### config.mk
export PLATFORM = sky130hd
export DESIGN_NAME = quicksort_buffer_sorter
export DESIGN_NICKNAME = d
export VERILOG_FILES = /design/src/qsort_pkg.sv /design/src/qsort_ram.sv /design/src/quicksort_buffer_sorter.sv
export SDC_FILE = /design/constraint.sdc
export NUM_CORES = 2
export LEC_CHECK = 0
export BUFFER_PORTS_ARGS = -buffer_cell sky130_fd_sc_hd__buf_2
export CAP_MARGIN = 10
export CORE_ASPECT_RATIO = 2
export CORE_UTILIZATION = 31
export CTS_BUF_LIST = sky130_fd_sc_hd__clkbuf_2 sky130_fd_sc_hd__clkbuf_4 sky130_fd_sc_hd__clkbuf_8
export CTS_CLUSTER_SIZE = 28
export DETAILED_ROUTE_END_ITERATION = 10
export REMOVE_ABC_BUFFERS = 1
export SYNTH_ARGS = -nofsm -noshare
export SYNTH_HDL_FRONTEND = slang
export SYNTH_HIERARCHICAL = 1
export SYNTH_SLANG_ARGS = --single-unit
### constraint.sdc
create_clock -name i_clk -period 11.5 [get_ports i_clk]
set_input_delay 1.15 -clock i_clk [delete_from_list [all_inputs] [get_ports i_clk]]
set_output_delay 1.15 -clock i_clk [all_outputs]
set_load 0.005 [all_outputs]
### src/qsort_pkg.sv
`default_nettype none

package qsort_pkg;

    // default buffer depth and element width
    localparam int DEFAULT_DEPTH       = 64;
    localparam int DEFAULT_VALUE_WIDTH = 32;

endpackage

`default_nettype wire

### src/qsort_ram.sv
`default_nettype none

module qsort_ram #(
    parameter int WIDTH = 8,
    parameter int DEPTH = 16
) (
    input  wire logic                     i_clk,
    input  wire logic                     i_wr_en,
    input  wire logic [$clog2(DEPTH)-1:0] i_wr_addr,
    input  wire logic [WIDTH-1:0]         i_wr_data,
    input  wire logic                     i_rd_en,
    input  wire logic [$clog2(DEPTH)-1:0] i_rd_addr,
    output logic      [WIDTH-1:0]         o_rd_data
);

    logic [WIDTH-1:0] r_mem [DEPTH];

    // one write port, one registered read port
    always_ff @(posedge i_clk) begin
        if (i_wr_en) begin
            r_mem[i_wr_addr] <= i_wr_data;
        end
        if (i_rd_en) begin
            o_rd_data <= r_mem[i_rd_addr];
        end
    end

endmodule

`default_nettype wire

### src/quicksort_buffer_sorter.sv
`default_nettype none

// channel   direction  handshake                    payload
// input     in         i_in_valid / o_in_ready      i_value, i_last
// output    out        o_out_valid / i_out_ready    o_sorted_value, o_final_res, o_overflow
//
// Loading takes one cycle per transaction; items beyond DEPTH are dropped.
// Partitioning a range is paced by the single read port of the element memory:
// each pop passes S_POP and S_POPW, each swap S_SWP1 and S_SWP2.
// Pivot is a range's last entry, so sorted or equal values sort far slower than random sets.
// A result waits in S_OHOLD until taken, then the next is read; o_in_ready is low from the last transaction
// until the final result is taken. Reset clears control state, not the memories.
module quicksort_buffer_sorter #(
    parameter int DEPTH       = qsort_pkg::DEFAULT_DEPTH,
    parameter int VALUE_WIDTH = qsort_pkg::DEFAULT_VALUE_WIDTH
) (
    input  wire logic                   i_clk,
    input  wire logic                   i_rst_n,
    input  wire logic                   i_in_valid,
    output logic                        o_in_ready,
    input  wire logic [VALUE_WIDTH-1:0] i_value,
    input  wire logic                   i_last,
    output logic                        o_out_valid,
    input  wire logic                   i_out_ready,
    output logic      [VALUE_WIDTH-1:0] o_sorted_value,
    output logic                        o_final_res,
    output logic                        o_overflow
);

    import qsort_pkg::*;

    localparam int IW = $clog2(DEPTH);
    localparam int CW = $clog2(DEPTH + 1);
    localparam int SW = 2 * IW;

    typedef enum logic [3:0] {
        S_LOAD, S_POP, S_POPW, S_PIV, S_CMP, S_SWP1, S_SWP2,
        S_FIN, S_FIN1, S_FIN2, S_PUSHR, S_ORD, S_OWAIT, S_OHOLD
    } t_state;

    t_state r_state, n_state;
    logic [CW-1:0] r_count, n_count;
    logic [CW-1:0] r_sp, n_sp;
    logic          r_dropped, n_dropped;
    logic [IW-1:0] r_lo, n_lo;
    logic [IW-1:0] r_hi, n_hi;
    logic [IW-1:0] r_b, n_b;
    logic [IW-1:0] r_j, n_j;
    logic [IW-1:0] r_k, n_k;
    logic [VALUE_WIDTH-1:0] r_pivot, n_pivot;
    logic [VALUE_WIDTH-1:0] r_aj, n_aj;
    logic                   r_out_valid, n_out_valid;
    logic                   r_out_final, n_out_final;
    logic [VALUE_WIDTH-1:0] r_out_value, n_out_value;

    // memory ports
    logic                   mem_we, mem_re;
    logic [IW-1:0]          mem_waddr, mem_raddr;
    logic [VALUE_WIDTH-1:0] mem_wdata, mem_rdata;
    logic                   stk_we, stk_re;
    logic [IW-1:0]          stk_waddr, stk_raddr;
    logic [SW-1:0]          stk_wdata, stk_rdata;

    // helpers
    logic          in_fire;
    logic [CW-1:0] total;
    logic [IW-1:0] j_next;
    logic          le_pivot;

    qsort_ram #(.WIDTH(VALUE_WIDTH), .DEPTH(DEPTH)) u_elem_ram (
        .i_clk     (i_clk),
        .i_wr_en   (mem_we),
        .i_wr_addr (mem_waddr),
        .i_wr_data (mem_wdata),
        .i_rd_en   (mem_re),
        .i_rd_addr (mem_raddr),
        .o_rd_data (mem_rdata)
    );

    qsort_ram #(.WIDTH(SW), .DEPTH(DEPTH)) u_stack_ram (
        .i_clk     (i_clk),
        .i_wr_en   (stk_we),
        .i_wr_addr (stk_waddr),
        .i_wr_data (stk_wdata),
        .i_rd_en   (stk_re),
        .i_rd_addr (stk_raddr),
        .o_rd_data (stk_rdata)
    );

    assign o_in_ready     = (r_state == S_LOAD);
    assign o_out_valid    = r_out_valid;
    assign o_sorted_value = r_out_value;
    assign o_final_res    = r_out_final;
    assign o_overflow     = r_dropped;

    assign in_fire  = i_in_valid && o_in_ready;
    assign total    = (r_count < CW'(DEPTH)) ? r_count + CW'(1) : r_count;
    assign j_next   = r_j + IW'(1);
    assign le_pivot = $signed(mem_rdata) <= $signed(r_pivot);

    // sequencer: load, partition, emit
    always_comb begin
        n_state     = r_state;
        n_count     = r_count;
        n_sp        = r_sp;
        n_dropped   = r_dropped;
        n_lo        = r_lo;
        n_hi        = r_hi;
        n_b         = r_b;
        n_j         = r_j;
        n_k         = r_k;
        n_pivot     = r_pivot;
        n_aj        = r_aj;
        n_out_valid = r_out_valid;
        n_out_final = r_out_final;
        n_out_value = r_out_value;
        mem_we      = 1'b0;
        mem_waddr   = '0;
        mem_wdata   = '0;
        mem_re      = 1'b0;
        mem_raddr   = '0;
        stk_we      = 1'b0;
        stk_waddr   = '0;
        stk_wdata   = '0;
        stk_re      = 1'b0;
        stk_raddr   = '0;

        unique case (r_state)
            S_LOAD: begin
                if (in_fire) begin
                    // store or drop the element
                    if (r_count < CW'(DEPTH)) begin
                        mem_we    = 1'b1;
                        mem_waddr = r_count[IW-1:0];
                        mem_wdata = i_value;
                        n_count   = r_count + CW'(1);
                    end else begin
                        n_dropped = 1'b1;
                    end
                    // last element: seed the range stack with the whole buffer
                    if (i_last) begin
                        n_k = '0;
                        if (total >= CW'(2)) begin
                            stk_we    = 1'b1;
                            stk_waddr = '0;
                            stk_wdata = {IW'(total - CW'(1)), IW'(0)};
                            n_sp      = CW'(1);
                            n_state   = S_POP;
                        end else begin
                            n_state = S_ORD;
                        end
                    end
                end
            end
            S_POP: begin
                if (r_sp == '0) begin
                    n_k     = '0;
                    n_state = S_ORD;
                end else begin
                    stk_re    = 1'b1;
                    stk_raddr = IW'(r_sp - CW'(1));
                    n_sp      = r_sp - CW'(1);
                    n_state   = S_POPW;
                end
            end
            S_POPW: begin
                n_lo = stk_rdata[IW-1:0];
                n_hi = stk_rdata[SW-1:IW];
                if (stk_rdata[IW-1:0] >= stk_rdata[SW-1:IW]) begin
                    n_state = S_POP;
                end else begin
                    mem_re    = 1'b1;
                    mem_raddr = stk_rdata[SW-1:IW];
                    n_state   = S_PIV;
                end
            end
            S_PIV: begin
                n_pivot   = mem_rdata;
                n_b       = r_lo;
                n_j       = r_lo;
                mem_re    = 1'b1;
                mem_raddr = r_lo;
                n_state   = S_CMP;
            end
            S_CMP: begin
                if (le_pivot && (r_b != r_j)) begin
                    // fetch the boundary entry for a swap
                    n_aj      = mem_rdata;
                    mem_re    = 1'b1;
                    mem_raddr = r_b;
                    n_state   = S_SWP1;
                end else begin
                    if (le_pivot) begin
                        n_b = r_b + IW'(1);
                    end
                    n_j = j_next;
                    if (j_next < r_hi) begin
                        mem_re    = 1'b1;
                        mem_raddr = j_next;
                    end else begin
                        n_state = S_FIN;
                    end
                end
            end
            S_SWP1: begin
                mem_we    = 1'b1;
                mem_waddr = r_b;
                mem_wdata = r_aj;
                n_state   = S_SWP2;
            end
            S_SWP2: begin
                // old boundary entry still on the read port
                mem_we    = 1'b1;
                mem_waddr = r_j;
                mem_wdata = mem_rdata;
                n_b       = r_b + IW'(1);
                n_j       = j_next;
                if (j_next < r_hi) begin
                    mem_re    = 1'b1;
                    mem_raddr = j_next;
                    n_state   = S_CMP;
                end else begin
                    n_state = S_FIN;
                end
            end
            S_FIN: begin
                mem_re    = 1'b1;
                mem_raddr = r_b;
                n_state   = S_FIN1;
            end
            S_FIN1: begin
                mem_we    = 1'b1;
                mem_waddr = r_hi;
                mem_wdata = mem_rdata;
                n_state   = S_FIN2;
            end
            S_FIN2: begin
                // pivot into place, push the low side
                mem_we    = 1'b1;
                mem_waddr = r_b;
                mem_wdata = r_pivot;
                if (({1'b0, r_b} > {1'b0, r_lo} + (IW+1)'(1)) && (r_sp < CW'(DEPTH))) begin
                    stk_we    = 1'b1;
                    stk_waddr = r_sp[IW-1:0];
                    stk_wdata = {r_b - IW'(1), r_lo};
                    n_sp      = r_sp + CW'(1);
                end
                n_state = S_PUSHR;
            end
            S_PUSHR: begin
                // push the high side
                if (({1'b0, r_hi} > {1'b0, r_b} + (IW+1)'(1)) && (r_sp < CW'(DEPTH))) begin
                    stk_we    = 1'b1;
                    stk_waddr = r_sp[IW-1:0];
                    stk_wdata = {r_hi, r_b + IW'(1)};
                    n_sp      = r_sp + CW'(1);
                end
                n_state = S_POP;
            end
            S_ORD: begin
                mem_re    = 1'b1;
                mem_raddr = r_k;
                n_state   = S_OWAIT;
            end
            S_OWAIT: begin
                n_out_valid = 1'b1;
                n_out_value = mem_rdata;
                n_out_final = ({1'b0, r_k} + CW'(1)) == r_count;
                n_state     = S_OHOLD;
            end
            S_OHOLD: begin
                if (i_out_ready) begin
                    n_out_valid = 1'b0;
                    if (r_out_final) begin
                        n_count   = '0;
                        n_dropped = 1'b0;
                        n_state   = S_LOAD;
                    end else begin
                        n_k       = r_k + IW'(1);
                        mem_re    = 1'b1;
                        mem_raddr = r_k + IW'(1);
                        n_state   = S_OWAIT;
                    end
                end
            end
            default: begin
                n_state = S_LOAD;
            end
        endcase
    end

    // state and registered outputs
    always_ff @(posedge i_clk) begin
        if (!i_rst_n) begin
            r_state     <= S_LOAD;
            r_count     <= '0;
            r_sp        <= '0;
            r_dropped   <= 1'b0;
            r_out_valid <= 1'b0;
            r_out_final <= 1'b0;
            r_lo        <= '0;
            r_hi        <= '0;
            r_b         <= '0;
            r_j         <= '0;
            r_k         <= '0;
            r_pivot     <= '0;
        end else begin
            r_state     <= n_state;
            r_count     <= n_count;
            r_sp        <= n_sp;
            r_dropped   <= n_dropped;
            r_out_valid <= n_out_valid;
            r_out_final <= n_out_final;
            r_lo        <= n_lo;
            r_hi        <= n_hi;
            r_b         <= n_b;
            r_j         <= n_j;
            r_k         <= n_k;
            r_pivot     <= n_pivot;
        end
        r_aj        <= n_aj;
        r_out_value <= n_out_value;
    end

    // pending ranges are disjoint and hold two or more elements each
    assert property (@(posedge i_clk) disable iff (!i_rst_n)
        r_sp <= CW'(DEPTH / 2))
        else $error("range stack deeper than half the buffer");

    // the buffer never holds more than its depth
    assert property (@(posedge i_clk) disable iff (!i_rst_n)
        r_count <= CW'(DEPTH))
        else $error("element count beyond depth");

    // results come only from stored entries
    assert property (@(posedge i_clk) disable iff (!i_rst_n)
        o_out_valid |-> ({1'b0, r_k} < r_count))
        else $error("emitted index beyond element count");

    // a last transaction closes the input until the set is emitted
    assert property (@(posedge i_clk) disable iff (!i_rst_n)
        (in_fire && i_last) |=> !o_in_ready)
        else $error("input reopened right after last element");

    // boundary never passes the scan position during a partition
    assert property (@(posedge i_clk) disable iff (!i_rst_n)
        (r_state == S_CMP || r_state == S_SWP1 || r_state == S_SWP2) |-> (r_b <= r_j))
        else $error("partition boundary ahead of scan index");

endmodule

`default_nettype wire

== Word-level counts from Yosys, hierarchy flattened ==
Memories as Yosys holds them, arrays and structs flattened. A register that Yosys moved wholly into a read port is not among the register bits.
Cells that the tools add are included.

* Flip-flop bits (word level): 147
* Bits in writable memories: 2816
* Bits of input ports: 37
* Output and inout port bits: 36
* Logic and storage cells: 173
* Memories kept: 2

{| class="wikitable"
|+ Memory list
! name !! words !! width !! read ports !! clocked after memory_dff !! write ports !! RTL line !! RTL
|-
| u_elem_ram.r_mem || 64 || 32 || 1 || 1 || 1 || qsort_ram.sv:16 || <nowiki>logic [WIDTH-1:0] r_mem [DEPTH];</nowiki>
|-
| u_stack_ram.r_mem || 64 || 12 || 1 || 1 || 1 || qsort_ram.sv:16 ||
|}

* Add/sub/neg operators: 11
* $lt $le $gt $ge: 8
* Equality and inequality tests: 29
* Mux-type cells: 85
* Reductions and logical operators: 24

{| class="wikitable"
|+ Operators with widths
! cell !! count
|-
| 32-bit one-hot mux with 4 select lines || 1
|-
| 6-bit two-way mux || 19
|-
| 7-bit two-way mux || 10
|-
| 32-bit two-way mux || 2
|-
| 12-bit two-way mux || 5
|-
| 4-bit one-hot mux with 14 select lines || 1
|-
| 6-bit one-hot mux with 3 select lines || 3
|-
| 6-bit one-hot mux with 7 select lines || 1
|-
| 12-bit one-hot mux with 3 select lines || 1
|-
| 32-bit <= comparator || 1
|-
| 4-bit two-way mux || 8
|-
| 7-bit one-hot mux with 4 select lines || 1
|-
| 4-bit == test (second input constant) || 6
|-
| 6-bit one-hot mux with 4 select lines || 1
|-
| 1-bit two-way mux || 23
|-
| 6-bit by 1-bit adder with 7-bit output (second input constant) || 3
|-
| 2-bit inequality test (second input constant) || 10
|-
| 6-bit by 1-bit adder with 6-bit output (second input constant) || 3
|-
| 4-bit by 3-bit == test with 1-bit output (second input constant) || 4
|-
| 7-bit by 1-bit adder with 7-bit output (second input constant) || 2
|-
| 6-bit by 7-bit > comparator with 1-bit output || 2
|-
| 7-bit less-than comparator (second input constant) || 2
|-
| 7-bit one-hot mux with 2 select lines || 1
|-
| 6-bit one-hot mux with 2 select lines || 1
|-
| 30 further kinds || 46
|}

== Longest topological paths before layout ==
* Word-level depth: 9
* Gate-level depth with buffers: 21
* Gate-level depth less buffers: 15

== Cells and area by module ==
The synthesis kept the hierarchy.

{| class="wikitable"
|+ Modules (own cells, without submodules)
! module !! times used !! cells an instance !! area an instance (um^2)
|-
| qsort_ram at u_elem_ram || 1 || 3511 || 79359.9
|-
| qsort_ram at u_stack_ram || 1 || 1339 || 29971.2
|-
| quicksort_buffer_sorter || 1 || 1074 || 9061.2
|}

== Worst setup path after synthesis ==
Ideal clock, no wire load.

* Kind: flip-flop to flip-flop
* Start: reg r_b[0]
* End: mem u_stack_ram/r_mem[0][11] in the netlist's numbering (data pin)
* Library setup time: 702 ps
* Arrival: 4965 ps
* Path slack: 5833 ps
* Cell stages (with the launch flop): 13
* Cells stage by stage: dfxtp_1 > clkbuf_1 > inv_1 > ha_1 > inv_1 > ha_1 > nor2b_1 > o21a_1 > o21ai_0 > a2111o_1 > nand2b_1 > clkbuf_1 > o21ai_0

* Longest elaborated chain between the ends: 5
* Elaborated cells on any way between the ends: 9
* Classes of those cells: add/sub (2); order compare (2); mux (3); reduce/logical (2)

{| class="wikitable"
|+ Ends and longest elaborated chain
! what !! RTL line !! RTL
|-
| start, declared || quicksort_buffer_sorter.sv:47 || <nowiki>logic [IW-1:0] r_b, n_b;</nowiki>
|-
| start signal, assigned || quicksort_buffer_sorter.sv:316 || <nowiki>r_b <= n_b;</nowiki>
|-
| 6-bit by 1-bit adder with 7-bit output || quicksort_buffer_sorter.sv:252 || <nowiki>if (({1'b0, r_hi} > {1'b0, r_b} + (IW+1)'(1)) && (r_sp < CW'(DEPTH))) begin</nowiki>
|-
| 6-bit by 7-bit > comparator with 1-bit output || quicksort_buffer_sorter.sv:252 ||
|-
| 1-bit logical AND || quicksort_buffer_sorter.sv:252 ||
|-
| 12-bit two-way mux || quicksort_buffer_sorter.sv:252 ||
|-
| 12-bit one-hot mux with 3 select lines (*) || quicksort_buffer_sorter.sv:128 || <nowiki>unique case (r_state)</nowiki>
|-
| net stk_wdata[11] || quicksort_buffer_sorter.sv:62 || <nowiki>logic [SW-1:0] stk_wdata, stk_rdata;</nowiki>
|-
| end, declared || qsort_ram.sv:16 ||
|}

The timed path passes the listed nets; every way through them passes the cells marked *.

== Worst setup path in the final report ==
* Start: reg u_elem_ram.o_rd_data[27] (read register of u_elem_ram.r_mem)
* End: reg u_elem_ram.o_rd_data[27] (read register of u_elem_ram.r_mem) (data pin)

* Longest elaborated chain between the ends: 4
* Elaborated cells on any way between the ends: 6
* Classes of those cells: order compare (1); mux (4); reduce/logical (1)

{| class="wikitable"
|+ Ends and longest elaborated chain
! what !! RTL line !! RTL
|-
| start, declared || qsort_ram.sv:13 || <nowiki>output logic [WIDTH-1:0] o_rd_data</nowiki>
|-
| 32-bit <= comparator || quicksort_buffer_sorter.sv:99 || <nowiki>assign le_pivot = $signed(mem_rdata) <= $signed(r_pivot);</nowiki>
|-
| 1-bit logical AND || quicksort_buffer_sorter.sv:186 || <nowiki>if (le_pivot && (r_b != r_j)) begin</nowiki>
|-
| 6-bit two-way mux || quicksort_buffer_sorter.sv:186 ||
|-
| 6-bit one-hot mux with 7 select lines || quicksort_buffer_sorter.sv:128 ||
|-
| net mem_raddr[2] || quicksort_buffer_sorter.sv:58 || <nowiki>logic [IW-1:0] mem_waddr, mem_raddr;</nowiki>
|}

The timed path passes the listed nets, and every way through them passes these cells.
A chain may end at the register's enable or synchronous reset.

==> metrics.txt <==
Final min period 8340 ps; max-slew violation total from the final report 0; worst setup skew after layout 177 ps; count of antenna-violating nets left after detailed routing 0; fin crit share 72.5%; total power divided by cell area 219 nW/µm²; RSZ-0062 raised after global routing no; Nets 6399; CTS Sinks 3007; post-synthesis cell count 5924; critical path startpoint category flip-flop; number of search-and-repair iterations in the first detailed-routing pass 10; Vias 62000; hold slack 475 ps; Gates resized, CTS repair 0; Bufs on Longest Clock Path 4; die height 876 µm; Worst path slowest cell nor2b_4; cell family with most CP delay simple AND/OR/NAND/NOR gates; CTS tree yes; start point of the critical path u_elem_ram/o_rd_data[27]$_DFFE_PP_; required arrival time at the worst endpoint 12310 ps; Final Non-Filler Cells 11600; share of power burned in combinational logic 25.2%; clock-pin transition on the worst setup and hold timing paths 70 ps; worst reg2reg path depth 17; drt via density 5.33; Psw 9.59 mW; ratio of cells with drive above 1 in the final layout 26.5%; Routed wire per std cell 31.2 µm; count of buffers inserted at the top-level ports 72; post-DP HPWL 230 mm; FP Rows 320; number of filler instances in the final layout 34900; layout overhead on the synthesized area 13.3%; post-synthesis sequential area ratio 75.6%; Starting DRT DRC Count 6729; max capacitance violation total 0; combined area of the multi-input logic cells 27700 µm²; portion of total power attributed to the clock network 27.9%; total I/O pin count 73; detailed-route DRC error count 0; slew at the pin closest to its max-slew limit 1370 ps; reported leakage power 40.9 nW; Peak supply drop 0.167 mV; EDFF count, synth 2924; number of buffers created by CTS 401; final worst slack 3160 ps; Post-Syn Area per Cell 20.0 µm²; vias in the first global route 64700; internal power of the cells 19.8 mW; overall die width 439 µm; number of antenna violations at the first check in global routing 31; maximum fanout encountered on the critical timing path 79; data arrival time of the critical path 9150 ps; Ys Warns 6; overall routed net length 363 mm; Tightest Hold Check Type flip-flop to flip-flop; Fin. Hold Viols 0; total stage count of the critical path 17; commonest cells after routing, fill and taps aside edfxtp_1, mux4_2, clkbuf_8; worst-case setup slack after placement 3380 ps; tightest slew margin relative to the limit 8.75%; most common cell after layout, fill and taps aside edfxtp_1; final core utilization 35.3%; async set-or-reset flop fraction in the synthesized netlist 0%; full die area 385000 µm²; pin count of the biggest net entering global routing 94; count of state elements after synthesis 3007; CTS HTree Levels 5; last weighted congestion value of the routability-driven placer 0.914; Main synth FF type edfxtp_1; result of the run finished, final reports clean; number of unique standard cell types used by synthesis 78; Critical Path End Type flip-flop; Crit path largest cell delay 1120 ps; chain of cells forming the critical path ha_1, nand4_1, nor4_1, nand2_1, or3_1, a32o_1, or2_1, nor2_4, buf_4, a221o_4, buf_12, nor2b_4, buf_4, a22oi_1, nand3_1, nand2_1, a21oi_1; worst hold stages 2; HP Start r_pivot[20]$_SDFFE_PN0P_; global-route wire length before repair 502 mm; Clock Latency Late Sink 1060 ps; Setup Crit Path Kind flip-flop to flip-flop; total buffers and inverters traversed by the critical path 3; Starting Density 31.2%; number of placed cells counting well taps 10900; storage element area 89500 µm²; core area 380000 µm²; grt total ovfl 0; global-route usage over all layers 18.6%; final count of negative-setup-slack endpoints 0; highest clock frequency the design can meet 0.120 GHz; total power draw 29.4 mW; sequential power share 46.9%; start of the worst register-to-register path u_elem_ram/o_rd_data[27]$_DFFE_PP_; net switching share of the total power 32.6%; area of the mapped netlist 118000 µm²; total setup buffers inserted after CTS 0; clock root buffer clkbuf_8; # hold bufs at CTS 0
==> power by group through the flow <==
stage | Clock [mW] | Sequential (mW) | Combinational (mW)
final | 8.21 | 13.8 | 7.41
after global routing | 8.77 | 13.8 | 7.63
after CTS | 8.39 | 13.8 | 7.42
after detailed placement | 0 | 14.0 | 7.41
after global placement | 0 | 14.0 | 7.29
after floorplan | 0 | 14.0 | 5.29
==> registers in the layout, indices dropped and copies added, names as in the netlist, 7 cells and up <==
name                   cells
o_sorted_value            32
r_aj                      32
r_pivot                   32
u_stack_ram/r_mem        768
u_elem_ram/o_rd_data      32
r_sp                       7
u_stack_ram/o_rd_data     12
r_count                    7
u_elem_ram/r_mem        2048
==> metrics by stage <==
stage               setup TNS (ps)  area [µm²]
detailed placement               0      126000
global placement                 0      126000
CTS                              0      134000
finish                           0      134000
global route                     0      134000
floorplan                  -592900      116000
==> logic make-up after synthesis <==
| family | after synthesis | synth area share, % |
|---|---|---|
| simple gates | 797 | 3.09 |
| mux | 865 | 14.1 |
| xor+xnor | 47 | 0.348 |
| flops | 3007 | 75.6 |
| compound gates | 734 | 4.36 |
| fa+ha+maj | 67 | 0.708 |
| buf+inv | 407 | 1.86 |
==> per-layer routing <==
layer	vias to the layer above	global-route usage [%]	share of wire, %
li1	25300	-	-
met1	33000	18.2	31
met2	2783	33.5	53
met3	909	3.29	6.4
met4	6	16.3	10
met5	-	0	0.011
==> tightest hold or removal path, stage by stage, from the launching register on <==
cell and delay [ps]:
dfxtp_1 320, nand2_1 60, a21oi_1 50
==> final cells by class <==
cell class / count / area share [%]
Antenna cell: 29 / 0.0541
Clock buffer: 523 / 4.87
Clock inverter: 199 / 1.11
Inverter: 65 / 0.182
Multi-Input combinational cell: 2510 / 20.7
Sequential cell: 3007 / 66.7
Tap cell: 4991 / 4.66
Timing Repair Buffer: 310 / 1.73
==> path summary, 6_finish.rpt <==
| kind | endpoint | slack [ps] |
|---|---|---|
| max reg2reg | u_elem_ram/o_rd_data[27]$_DFFE_PP_ | 3160 |
| max | u_elem_ram/o_rd_data[27]$_DFFE_PP_ | 3160 |
| min reg2reg | r_pivot[20]$_SDFFE_PN0P_ | 470 |
| min | r_pivot[20]$_SDFFE_PN0P_ | 470 |
==> synth_stat cells (65+ instances only) <==
| master | instances | area share (%) |
|---|---|---|
| o21ai_0 | 82 | 0.35 |
| inv_1 | 65 | 0.21 |
| clkbuf_1 | 164 | 0.52 |
| edfxtp_1 | 2924 | 74 |
| dfxtp_1 | 83 | 1.4 |
| mux2i_1 | 220 | 1.9 |
| ha_1 | 67 | 0.71 |
| a21oi_1 | 127 | 0.54 |
| o22ai_1 | 76 | 0.40 |
| a22oi_1 | 156 | 0.99 |
| mux4_2 | 638 | 12 |
| buf_2 | 67 | 0.28 |
| nand3_1 | 86 | 0.36 |
| nor2_1 | 231 | 0.73 |
| nand2_1 | 266 | 0.84 |
No activity file was read; power rests on OpenSTA's default activity.
